**config.mk**
```make
export PLATFORM = sky130hd
export DESIGN_NAME = impossible_value_key_recovery
export DESIGN_NICKNAME = d
export VERILOG_FILES = /design/src/rtl/ivkr_pkg.sv /design/src/rtl/impossible_value_key_recovery.sv /design/src/rtl/ivkr_ram.sv /design/src/rtl/ivkr_store.sv /design/src/rtl/ivkr_ctrl.sv
export SDC_FILE = /design/constraint.sdc
export NUM_CORES = 2
export LEC_CHECK = 0
export ABC_CLOCK_PERIOD_IN_PS = 6850
export BUFFER_PORTS_ARGS = -buffer_cell sky130_fd_sc_hd__buf_2
export CAP_MARGIN = 20
export CORE_MARGIN = 2
export CORE_UTILIZATION = 44
export CTS_CLUSTER_DIAMETER = 60
export CTS_CLUSTER_SIZE = 12
export DETAILED_ROUTE_END_ITERATION = 10
export PLACE_DENSITY_LB_ADDON = 0.08
export SLEW_MARGIN = 20
export SYNTH_ARGS = -nofsm -noshare
export SYNTH_HDL_FRONTEND = slang
export SYNTH_HIERARCHICAL = 1
export SYNTH_MEMORY_MAX_BITS = 65536
export SYNTH_SLANG_ARGS = --single-unit
```
**constraint.sdc**
```tcl
create_clock -name clock -period 6.85 [get_ports clock]
set_input_delay 1.0275 -clock clock [delete_from_list [all_inputs] [get_ports clock]]
set_output_delay 1.0275 -clock clock [all_outputs]
set_load 0.02 [all_outputs]
```
**src/rtl/ivkr_pkg.sv**
```systemverilog
// Package for impossible_value_key_recovery: constants, types and helpers
// for the histogram store and the recovery sequencer. No dependencies.
package ivkr_pkg;

   localparam int SBOX_COUNT  = 8;
   localparam int COUNT_WIDTH = 32;
   localparam int BIN_COUNT   = 16;
   localparam int VALUE_W     = 4;
   localparam int SBOX_AW     = (SBOX_COUNT > 1) ? $clog2(SBOX_COUNT) : 1;
   localparam int BIN_DEPTH   = SBOX_COUNT * BIN_COUNT;
   localparam int BIN_AW      = SBOX_AW + VALUE_W;
   localparam int REQ_TDATA_W = 40;
   localparam int RSP_TDATA_W = 80;

   localparam logic [VALUE_W-1:0] NIBBLE_MASK = 4'hF;

   localparam logic KIND_ADD     = 1'b0;
   localparam logic KIND_RECOVER = 1'b1;

   typedef enum logic [1:0] {
      ST_IDLE,
      ST_ADD,
      ST_SCAN
   } state_type;

   typedef logic [COUNT_WIDTH-1:0] count_type;

   typedef struct packed {
      logic [BIN_AW-1:0]  bin_addr;
      logic [SBOX_AW-1:0] samp_addr;
      logic               wr_en;
      count_type          bin_wdata;
      count_type          samp_wdata;
   } store_req_type;

   typedef struct packed {
      count_type bin_data;
      count_type samp_data;
   } store_rsp_type;

   // first field in the highest bits, last field in the lowest bits
   typedef struct packed {
      logic [31:0]        target_samples;
      logic [VALUE_W-1:0] sample_value;
      logic [3:0]         solved_sboxes;
      logic [31:0]        rec_key;
      logic               status;
   } rsp_type;

   // bit sbox of each byte, most significant byte gives bit 0
   function automatic logic [VALUE_W-1:0] gather_bits(input logic [31:0] word,
                                                      input logic [2:0] sbox);
      logic [VALUE_W-1:0] v;
      for (int row = 0; row < 4; row++) begin
         v[row] = word[(3 - row) * 8 + int'(sbox)];
      end
      return v;
   endfunction

   function automatic count_type sat_inc(input count_type c);
      return (c == '1) ? c : c + 1'b1;
   endfunction

   function automatic logic [31:0] limit_out(input count_type c);
      logic [63:0] w;
      w = 64'(c);
      return (w > 64'hFFFF_FFFF) ? 32'hFFFF_FFFF : w[31:0];
   endfunction

endpackage

```
**src/rtl/impossible_value_key_recovery.sv**
```systemverilog
// Add beat: one read and one write-back of the bin and sample RAMs; the result is
// registered after the write-back, and the next beat is accepted back in idle once the result is free or taken.
// Recover beat: a scan over all SBOX_COUNT*16 bins (128), one bin RAM read per cycle.
// Synchronous active-high reset clears the store through per-entry valid bits;
// no clearing pass. The delta register resets to zero.
module impossible_value_key_recovery
   import ivkr_pkg::*;
(
   input  logic                   clock,
   input  logic                   reset,
   input  logic                   req_tvalid,
   output logic                   req_tready,
   input  logic [REQ_TDATA_W-1:0] req_tdata,  // sbox_sel[2:0], cipher_word[34:3]
   input  logic                   req_tuser,  // kind
   output logic                   rsp_tvalid,
   input  logic                   rsp_tready,
   // status[0], rec_key[32:1], solved_sboxes[36:33], sample_value[40:37],
   // target_samples[72:41]
   output logic [RSP_TDATA_W-1:0] rsp_tdata,
   input  logic                   csr_wr_en,
   input  logic [3:0]             csr_wr_data
);

   store_req_type store_req;
   store_rsp_type store_rsp;
   rsp_type       rsp_data;

   ivkr_store u_store (
      .clock     (clock),
      .reset     (reset),
      .store_req (store_req),
      .store_rsp (store_rsp)
   );

   ivkr_ctrl u_ctrl (
      .clock       (clock),
      .reset       (reset),
      .req_tvalid  (req_tvalid),
      .req_tready  (req_tready),
      .req_kind    (req_tuser),
      .req_target  (req_tdata[2:0]),
      .req_word    (req_tdata[34:3]),
      .csr_wr_en   (csr_wr_en),
      .csr_wr_data (csr_wr_data),
      .store_req   (store_req),
      .store_rsp   (store_rsp),
      .rsp_tvalid  (rsp_tvalid),
      .rsp_tready  (rsp_tready),
      .rsp_data    (rsp_data)
   );

   assign rsp_tdata = RSP_TDATA_W'(rsp_data);

endmodule

```
**src/rtl/ivkr_ram.sv**
```systemverilog
// Generic single-write, single-read RAM with registered read data.
// No dependencies.
module ivkr_ram #(
   parameter int WIDTH = 32,
   parameter int DEPTH = 16
) (
   input  logic                                         clock,
   input  logic                                         wr_en,
   input  logic [((DEPTH > 1) ? $clog2(DEPTH) : 1)-1:0] wr_addr,
   input  logic [WIDTH-1:0]                             wr_data,
   input  logic [((DEPTH > 1) ? $clog2(DEPTH) : 1)-1:0] rd_addr,
   output logic [WIDTH-1:0]                             rd_data
);

   logic [WIDTH-1:0] mem_ff [DEPTH];
   logic [WIDTH-1:0] rd_data_ff;

   always_ff @(posedge clock) begin
      if (wr_en) begin
         mem_ff[wr_addr] <= wr_data;
      end
      rd_data_ff <= mem_ff[rd_addr];
   end

   assign rd_data = rd_data_ff;

endmodule

```
**src/rtl/ivkr_store.sv**
```systemverilog
// Histogram store: bin counter RAM, per-S-box sample RAM and valid bits
// that make unwritten entries read as zero. Depends on ivkr_pkg, ivkr_ram.
module ivkr_store
   import ivkr_pkg::*;
(
   input  logic          clock,
   input  logic          reset,
   input  store_req_type store_req,
   output store_rsp_type store_rsp
);

   logic [BIN_DEPTH-1:0]  bin_vld_ff;
   logic [SBOX_COUNT-1:0] samp_vld_ff;
   logic                  bin_rd_vld_ff;
   logic                  samp_rd_vld_ff;
   count_type             bin_q;
   count_type             samp_q;

   ivkr_ram #(.WIDTH(COUNT_WIDTH), .DEPTH(BIN_DEPTH)) u_bin_ram (
      .clock   (clock),
      .wr_en   (store_req.wr_en),
      .wr_addr (store_req.bin_addr),
      .wr_data (store_req.bin_wdata),
      .rd_addr (store_req.bin_addr),
      .rd_data (bin_q)
   );

   ivkr_ram #(.WIDTH(COUNT_WIDTH), .DEPTH(SBOX_COUNT)) u_samp_ram (
      .clock   (clock),
      .wr_en   (store_req.wr_en),
      .wr_addr (store_req.samp_addr),
      .wr_data (store_req.samp_wdata),
      .rd_addr (store_req.samp_addr),
      .rd_data (samp_q)
   );

   always_ff @(posedge clock) begin
      if (reset) begin
         bin_vld_ff     <= '0;
         samp_vld_ff    <= '0;
         bin_rd_vld_ff  <= 1'b0;
         samp_rd_vld_ff <= 1'b0;
      end else begin
         bin_rd_vld_ff  <= bin_vld_ff[store_req.bin_addr];
         samp_rd_vld_ff <= samp_vld_ff[store_req.samp_addr];
         if (store_req.wr_en) begin
            bin_vld_ff[store_req.bin_addr]   <= 1'b1;
            samp_vld_ff[store_req.samp_addr] <= 1'b1;
         end
      end
   end

   assign store_rsp.bin_data  = bin_rd_vld_ff  ? bin_q  : '0;
   assign store_rsp.samp_data = samp_rd_vld_ff ? samp_q : '0;

endmodule

```
**src/rtl/ivkr_ctrl.sv**
```systemverilog
// Sequencer: add read-modify-write, recover scan over all bins, delta
// register and result register. Depends on ivkr_pkg.
module ivkr_ctrl
   import ivkr_pkg::*;
(
   input  logic          clock,
   input  logic          reset,
   input  logic          req_tvalid,
   output logic          req_tready,
   input  logic          req_kind,
   input  logic [2:0]    req_target,
   input  logic [31:0]   req_word,
   input  logic          csr_wr_en,
   input  logic [3:0]    csr_wr_data,
   output store_req_type store_req,
   input  store_rsp_type store_rsp,
   output logic          rsp_tvalid,
   input  logic          rsp_tready,
   output rsp_type       rsp_data
);

   state_type state_ff, state_in;

   logic [BIN_AW-1:0]  add_addr_ff, add_addr_in;
   logic [SBOX_AW-1:0] add_sbox_ff, add_sbox_in;
   logic [VALUE_W-1:0] add_value_ff, add_value_in;
   logic               add_bad_ff, add_bad_in;
   logic [BIN_AW-1:0]  idx_ff, idx_in;
   logic [1:0]         empty_ff, empty_in;
   logic [VALUE_W-1:0] miss_ff, miss_in;
   logic               fail_ff, fail_in;
   logic [3:0]         succ_ff, succ_in;
   logic [31:0]        key_ff, key_in;
   logic [VALUE_W-1:0] delta_ff, delta_in;
   logic               rsp_valid_ff, rsp_valid_in;
   rsp_type            rsp_data_ff, rsp_data_in;

   logic               accept;
   logic               req_bad;
   logic [VALUE_W-1:0] req_value;
   logic [BIN_AW-1:0]  req_addr;
   logic               load_add;
   logic               load_scan;
   logic [BIN_AW-1:0]  idx_next;
   logic [SBOX_AW-1:0] scan_sbox;
   logic [VALUE_W-1:0] scan_value;
   logic               scan_last;
   logic               sbox_end;
   logic               bin_zero;
   logic [1:0]         empty_cur, empty_nx;
   logic [VALUE_W-1:0] miss_cur, miss_nx;
   logic               sbox_ok;
   logic               sbox_take;
   logic [VALUE_W-1:0] key_word;
   logic [31:0]        key_upd;
   count_type          samp_inc;
   rsp_type            add_rsp;
   rsp_type            scan_rsp;

   assign accept    = req_tvalid && req_tready;
   assign req_bad   = ({1'b0, req_target} >= 4'(SBOX_COUNT));
   assign req_value = gather_bits(req_word, req_target);
   assign req_addr  = {req_target[SBOX_AW-1:0], req_value};

   assign idx_next   = idx_ff + 1'b1;
   assign scan_sbox  = idx_ff[BIN_AW-1:VALUE_W];
   assign scan_value = idx_ff[VALUE_W-1:0];
   assign scan_last  = (idx_ff == BIN_AW'(BIN_DEPTH - 1));
   assign sbox_end   = (scan_value == VALUE_W'(BIN_COUNT - 1));
   assign samp_inc   = sat_inc(store_rsp.samp_data);

   // next state
   always_comb begin
      state_in = state_ff;
      unique case (state_ff)
         ST_IDLE: begin
            if (accept) begin
               state_in = (req_kind == KIND_RECOVER) ? ST_SCAN : ST_ADD;
            end
         end
         ST_ADD: begin
            state_in = ST_IDLE;
         end
         ST_SCAN: begin
            if (scan_last) begin
               state_in = ST_IDLE;
            end
         end
         default: begin
            state_in = ST_IDLE;
         end
      endcase
   end

   // state outputs
   always_comb begin
      req_tready           = 1'b0;
      load_add             = 1'b0;
      load_scan            = 1'b0;
      store_req.bin_addr   = add_addr_ff;
      store_req.samp_addr  = add_sbox_ff;
      store_req.wr_en      = 1'b0;
      store_req.bin_wdata  = sat_inc(store_rsp.bin_data);
      store_req.samp_wdata = samp_inc;
      unique case (state_ff)
         ST_IDLE: begin
            req_tready = !rsp_valid_ff || rsp_tready;
            if (req_kind == KIND_RECOVER) begin
               store_req.bin_addr  = '0;
               store_req.samp_addr = '0;
            end else begin
               store_req.bin_addr  = req_addr;
               store_req.samp_addr = req_target[SBOX_AW-1:0];
            end
         end
         ST_ADD: begin
            store_req.wr_en = !add_bad_ff;
            load_add        = 1'b1;
         end
         ST_SCAN: begin
            store_req.bin_addr  = idx_next;
            store_req.samp_addr = idx_next[BIN_AW-1:VALUE_W];
            load_scan           = scan_last;
         end
         default: begin
            req_tready = 1'b0;
         end
      endcase
   end

   // per-S-box empty-bin tracking during the scan
   always_comb begin
      bin_zero  = (store_rsp.bin_data == '0);
      empty_cur = (scan_value == '0) ? 2'd0 : empty_ff;
      miss_cur  = (scan_value == '0) ? '0 : miss_ff;
      empty_nx  = empty_cur;
      if (bin_zero && empty_cur != 2'd2) begin
         empty_nx = empty_cur + 2'd1;
      end
      miss_nx   = (bin_zero && empty_cur == 2'd0) ? scan_value : miss_cur;
      sbox_ok   = (store_rsp.samp_data != '0) && (empty_nx == 2'd1);
      sbox_take = sbox_end && !fail_ff && sbox_ok;
      key_word  = (miss_nx ^ delta_ff) & NIBBLE_MASK;
      key_upd   = key_ff;
      for (int row = 0; row < 4; row++) begin
         key_upd[{2'(3 - row), 3'(scan_sbox)}] = key_word[row];
      end
   end

   always_comb begin
      add_rsp                   = '0;
      add_rsp.status            = add_bad_ff;
      add_rsp.sample_value      = add_bad_ff ? '0 : add_value_ff;
      add_rsp.target_samples    = add_bad_ff ? '0 : limit_out(samp_inc);

      scan_rsp               = '0;
      scan_rsp.status        = fail_in;
      scan_rsp.rec_key       = fail_in ? '0 : key_in;
      scan_rsp.solved_sboxes = succ_in;
   end

   always_comb begin
      add_addr_in  = add_addr_ff;
      add_sbox_in  = add_sbox_ff;
      add_value_in = add_value_ff;
      add_bad_in   = add_bad_ff;
      idx_in       = idx_ff;
      empty_in     = empty_ff;
      miss_in      = miss_ff;
      fail_in      = fail_ff;
      succ_in      = succ_ff;
      key_in       = key_ff;
      delta_in     = csr_wr_en ? (csr_wr_data & NIBBLE_MASK) : delta_ff;
      if (accept) begin
         add_addr_in  = req_addr;
         add_sbox_in  = req_target[SBOX_AW-1:0];
         add_value_in = req_value;
         add_bad_in   = req_bad;
         idx_in       = '0;
         fail_in      = 1'b0;
         succ_in      = '0;
         key_in       = '0;
      end else if (state_ff == ST_SCAN) begin
         idx_in   = idx_next;
         empty_in = empty_nx;
         miss_in  = miss_nx;
         fail_in  = fail_ff | (sbox_end & !sbox_ok);
         succ_in  = sbox_take ? succ_ff + 4'd1 : succ_ff;
         key_in   = sbox_take ? key_upd : key_ff;
      end
      rsp_valid_in = load_add || load_scan || (rsp_valid_ff && !rsp_tready);
      priority if (load_add) begin
         rsp_data_in = add_rsp;
      end else if (load_scan) begin
         rsp_data_in = scan_rsp;
      end else begin
         rsp_data_in = rsp_data_ff;
      end
   end

   always_ff @(posedge clock) begin
      if (reset) begin
         state_ff     <= ST_IDLE;
         rsp_valid_ff <= 1'b0;
         delta_ff     <= '0;
      end else begin
         state_ff     <= state_in;
         rsp_valid_ff <= rsp_valid_in;
         delta_ff     <= delta_in;
      end
   end

   always_ff @(posedge clock) begin
      add_addr_ff  <= add_addr_in;
      add_sbox_ff  <= add_sbox_in;
      add_value_ff <= add_value_in;
      add_bad_ff   <= add_bad_in;
      idx_ff       <= idx_in;
      empty_ff     <= empty_in;
      miss_ff      <= miss_in;
      fail_ff      <= fail_in;
      succ_ff      <= succ_in;
      key_ff       <= key_in;
      rsp_data_ff  <= rsp_data_in;
   end

   assign rsp_tvalid = rsp_valid_ff;
   assign rsp_data   = rsp_data_ff;

endmodule

```
# [Word-level counts from Yosys, hierarchy flattened]
# Memory sizes are Yosys's and may differ from the RTL's. A register that Yosys moved wholly into a read port is not among the register bits.
# Cells that the tools add are included.
# Widths: inputs -> output; s select.
[totals] regBits=282 latchBits=0 mem_bits_rw=4352 romBits=0 output_inout_bits=82 n_memories=2
[mem_list] memory="u_store.u_bin_ram.mem_ff" words=128 word_bits=32 read_ports=1 rd_clocked_by_memory_dff=1 write_ports=1 line="ivkr_ram.sv:15" source="logic [WIDTH-1:0] mem_ff [DEPTH];"
[mem_list] memory="u_store.u_samp_ram.mem_ff" words=8 word_bits=32 read_ports=1 rd_clocked_by_memory_dff=1 write_ports=1 line="ivkr_ram.sv:15"
[classes] add_sub_neg=8 n_mul=0 n_div=0 n_lt_le_gt_ge=16 n_eq_ne=10 n_shift=0 n_mux=61 bitwise=6 reduce_logical=28
[ops] cell="$mux 32" count=8
[ops] cell="$mux 73" count=2
[ops] cell="$bwmux 32" count=4
[ops] cell="$or 128x128->128" count=1
[ops] cell="$lt 32x7->1 const B" count=3
[ops] cell="$add 32x1->32 const B" count=2
[ops] cell="$eq 32x32->1 const B" count=2
[ops] cell="$logic_not 32->1" count=1
[ops] cell="$reduce_bool 32->1" count=1
[ops] cell="$mux 1" count=22
[ops] cell="$mux 4" count=5
[ops] cell="$pmux 10 s2" count=1
[ops] cell="$bmux 1 s5" count=3
[ops] cell="$demux 1 s3" count=5
[ops] cell="$logic_and 1x1->1" count=13
[ops] cell="$add 5x3->6 const A" count=2
[ops] cell="$lt 3x6->1 const B" count=2
[ops] cell="$lt 5x6->1 const B" count=2
[ops] cell="$ge 5x1->1 const B" count=2
[ops] cell="$mux 10" count=1
[ops] cell="$mux 2" count=5
[ops] cell="$lt 7x8->1 const B" count=1
[ops] cell="$or 8x8->8" count=1
[ops] cell="$add 7x1->7 const B" count=1
[ops] cell="28 further kinds" count=39

# [Logic depth before layout (Yosys ltp)]
[logic_depth] ltp_word=16 depth_mapped=13 depth_no_buf=11

# [By module]
# Netlist, hierarchy kept.
[modules_own_cells] mod="ivkr_ram at u_store.u_bin_ram" instances=1 cells_each=5990 area_per_inst_um2=156276.1
[modules_own_cells] mod="ivkr_ram at u_store.u_samp_ram" instances=1 cells_each=415 area_per_inst_um2=10466.3
[modules_own_cells] mod="ivkr_ctrl" instances=1 cells_each=693 area_per_inst_um2=6995.5
[modules_own_cells] mod="ivkr_store" instances=1 cells_each=700 area_per_inst_um2=5974.5
[modules_own_cells] mod="impossible_value_key_recovery" instances=1 cells_each=8 area_per_inst_um2=56.3

# [Least setup slack after synthesis]
# OpenSTA, ideal clock, no wires.
[synth_timing] kind="register to register" from="register u_store.bin_rd_vld_ff" to="memory u_store.u_bin_ram.mem_ff[0][25] (data pin)" setup_time_ns=0.927 t_arrival_ns=5.701 setup_slack_ns=0.222 stages_incl_launch_ff=9 path_cell_list="dfxtp_1 -> clkbuf_1 -> and2_1 -> and4_1 -> nand4_1 -> a311oi_1 -> and3_1 -> nand2_1 -> xnor2_1"
[synth_lines] element="from (decl)" line="ivkr_store.sv:14" source="logic bin_rd_vld_ff;"
[synth_lines] element="from (signal assigned)" line="ivkr_store.sv:44" source="bin_rd_vld_ff <= bin_vld_ff[store_req.bin_addr];"
[synth_lines] element="to (decl)" line="ivkr_ram.sv:15"

==> out/qor.yml <==
status: "finished, final reports clean"
cp_common_cell: "mux4_2"
cts-root-buf: "clkbuf_16"
fp-row-count: 234
async_flop_share: 0
max_freq_mhz: 188
grt_max_degree: 129
post-dp-hpwl_um: 266000
via_per_inst: 6.07
yosysWarnings: 6
final_common_cell: "edfxtp_1"
reg2reg_to: "u_store/u_bin_ram/rd_data[2]"
drv_cap: 0
p_leak_nw: 72.1
synth_fa_ha_area_frac: 0.000626
reg2reg_setup_slack_ns: 1.52
ctsResizeCount: 0
synthSimpleGateAreaFrac: 0.0202
cts_tree: "built"
hold_class: "primary input to register"
cp-end-kind: "register"
startpoint: "u_ctrl/state_ff[0]"
synth_ff_type: "edfxtp_1"
drcViolationCount: 0
slew_headroom: 0.248
first_global_vias: 86800
ant_nets: 0
vias: 84800
power_density_nw_per_um2: 284
finalHoldViolations: 0
overflow: 0
finalSetupViolCount: 0
synth_mux_area_frac: 0.189
cts_hold_buf: 0
syn_area_per_cell_um2: 23.0
critPathLaunchType: "register"
worstPathArrival_ns: 6.20
final_cell_mix: "4402 x edfxtp_1, 1378 x mux4_2, 463 x clkbuf_16"
post_cts_buffers: 0
start_util: 0.442
final_net_count: 8378
core_um2: 406000
cpPeakStageDelay_ns: 1.00
min_period_ns: 5.33
clk_pin_slew_ns: 0.06
wl_um: 486000
syn_inst: 7806
crit_required_ns: 7.72
critPathCapture: "u_store/u_bin_ram/rd_data[2]"
synth_compound_area_frac: 0.00825
synth.distinct_cells: 55
skew_ns: 0.0517
cts.path.max_buffers: 4
finalCritPeriodShare: 0.779
finalMaxSlewViolations: 0
antenna_found_initial: 27
cts_max_level: 5
synth_top_family_by_area: "multiplexers"
fin_setup_tns_ns: 0
path_cells: "a221oi_1 -> a21oi_4 -> buf_12 -> buf_12 -> buf_4 -> mux4_2 -> mux4_2 -> mux4_2 -> mux2_2"
numPortBuffers: 119
gp_congestion: 0.811
critPathSlowestCell: "dfxtp_1"
dieArea_um2: 414000
wl_per_cell_um: 34.8
worst_pin_slew_ns: 1.13
syn_area_um2: 180000
synth_edf_count: 4402
dr.pass1.iters: 7
final_cells: 14000
rr_worst_depth: 9
seq_area_frac_synth: 0.767
die_x_um: 643
cts_buffers: 454
path_max_fanout: 126
syn_to_final_growth_pct: 13.0
track_usage: 0.234
pin_count: 132
drive_above_1_share: 0.314
grt_pass1_wl_um: 677000
synth_xor_area_frac: 0.00380
peakVddDrop_mv: 0.253
drtIter0Drc: 9502
clk_latency_ns: 1.01
reg2reg_from: "u_ctrl/state_ff[0]"
rsz0062_at_grt: "no"
die_h_um: 643
dp.cells: 13300
crit_type: "register to register"
synth-seq-cells: 4687
numClockSinks: 4687
==> through the flow <==
stage / worst slack, ns / utilization / cell area [um^2] / power [mW] / hold slack [ns]
2_1_floorplan: 0.222 / - / 180000 / 34.3 / 0.431
3_3_place_gp: 0.805 / 0.468 / 190000 / 35.5 / 0.446
3_5_place_dp: 0.827 / 0.468 / 190000 / 35.5 / 0.455
4_1_cts: 1.53 / 0.500 / 203000 / 58.4 / 0.235
5_1_grt: 1.42 / 0.500 / 203000 / 59.6 / 0.281
6_report: 1.52 / 0.500 / 203000 / 57.8 / 0.317
==> worst max-delay path: cells and delay by family (launching register included) <==
| kind | cells | cell delay, ns |
|---|---|---|
| compound gates | 2 | 0.91 |
| mux | 4 | 1.76 |
| flops | 1 | 1.00 |
| buf+inv | 3 | 1.11 |
==> power breakdown <==
group	total, mW	internal (mW)	switching, mW
clock network	23.0	12.6	10.4
registers	31.0	31.0	0.0257
logic	3.82	1.56	2.26
total	57.8	45.1	12.7
==> flip-flops by register name (all words and copies together), names as in the netlist, 7 cells and up <==
name                        count
u_store/u_samp_ram/rd_data     32
u_store/u_bin_ram/rd_data      32
u_ctrl/key_ff                  28
u_ctrl/idx_ff                   7
u_store/bin_vld_ff            128
u_store/u_bin_ram/mem_ff     4096
u_ctrl/rsp_data                73
u_ctrl/add_addr_ff              7
u_store/u_samp_ram/mem_ff     256
u_store/samp_vld_ff             8
==> cell type report <==
| cell class | instances | area [um^2] |
|---|---|---|
| antenna | 12 | 30.0 |
| clock buffer | 561 | 12000 |
| clock inverter | 91 | 967 |
| fill | 32300 | 203000 |
| inverter | 26 | 97.6 |
| multi-input combinational | 2673 | 41300 |
| sequential | 4687 | 138000 |
| tap | 5428 | 6790 |
| timing repair buffer | 477 | 4150 |
==> layer usage <==
layer  track usage  part of all wire  up-vias
met3        0.0345             0.064      610
met2         0.374              0.48     2914
li1              -                 -    34000
met1         0.343              0.44    47300
met4        0.0517             0.023        2
met5             0          0.000027        -
==> worst min path at each step <==
stage	slack, ns	to	start	cells after the start
floorplan	0.43	u_store/samp_vld_ff[2]	u_store/samp_vld_ff[2]	2
global placement	0.45	u_store/bin_vld_ff[114]	u_store/bin_vld_ff[114]	2
detailed placement	0.45	u_store/bin_vld_ff[15]	u_store/bin_vld_ff[15]	2
CTS	0.24	u_ctrl/state_ff[0]	req_tvalid	2
finish	0.32	u_ctrl/state_ff[0]	req_tvalid	2
global route	0.28	u_ctrl/delta_ff[3]	csr_wr_data[3]	3
==> cells in the mapped netlist (all sizes together), types with 24 or more instances <==
library cell	instances	share of area
mux2	69	0.0043
mux2i	103	0.0058
a22o	32	0.0016
nor2	366	0.0076
o22ai	32	0.0011
buf	195	0.0061
nand2	62	0.0013
xnor2	55	0.0027
nand3	44	0.0012
and2	104	0.0036
a21oi	138	0.0038
clkbuf	231	0.0048
dfxtp	285	0.032
nor4	24	0.0014
o21ai	27	0.00075
nor3	34	0.0012
edfxtp	4402	0.74
mux4	1418	0.18
inv	26	0.00054
==> cells by family (layout without fill, tap and decap cells) <==
family                   count (synthesis)  in the layout
buffers and inverters                  452           1155
other                                    1             19
multiplexers                          1590           1590
AND/OR/NAND/NOR                        738            738
XOR/XNOR                                78             78
adder cells (fa/ha/maj)                  9              9
flip-flops                            4687           4687
AO/OA/AOI/OAI                          251            251
(Power assumes the default switching activity.)
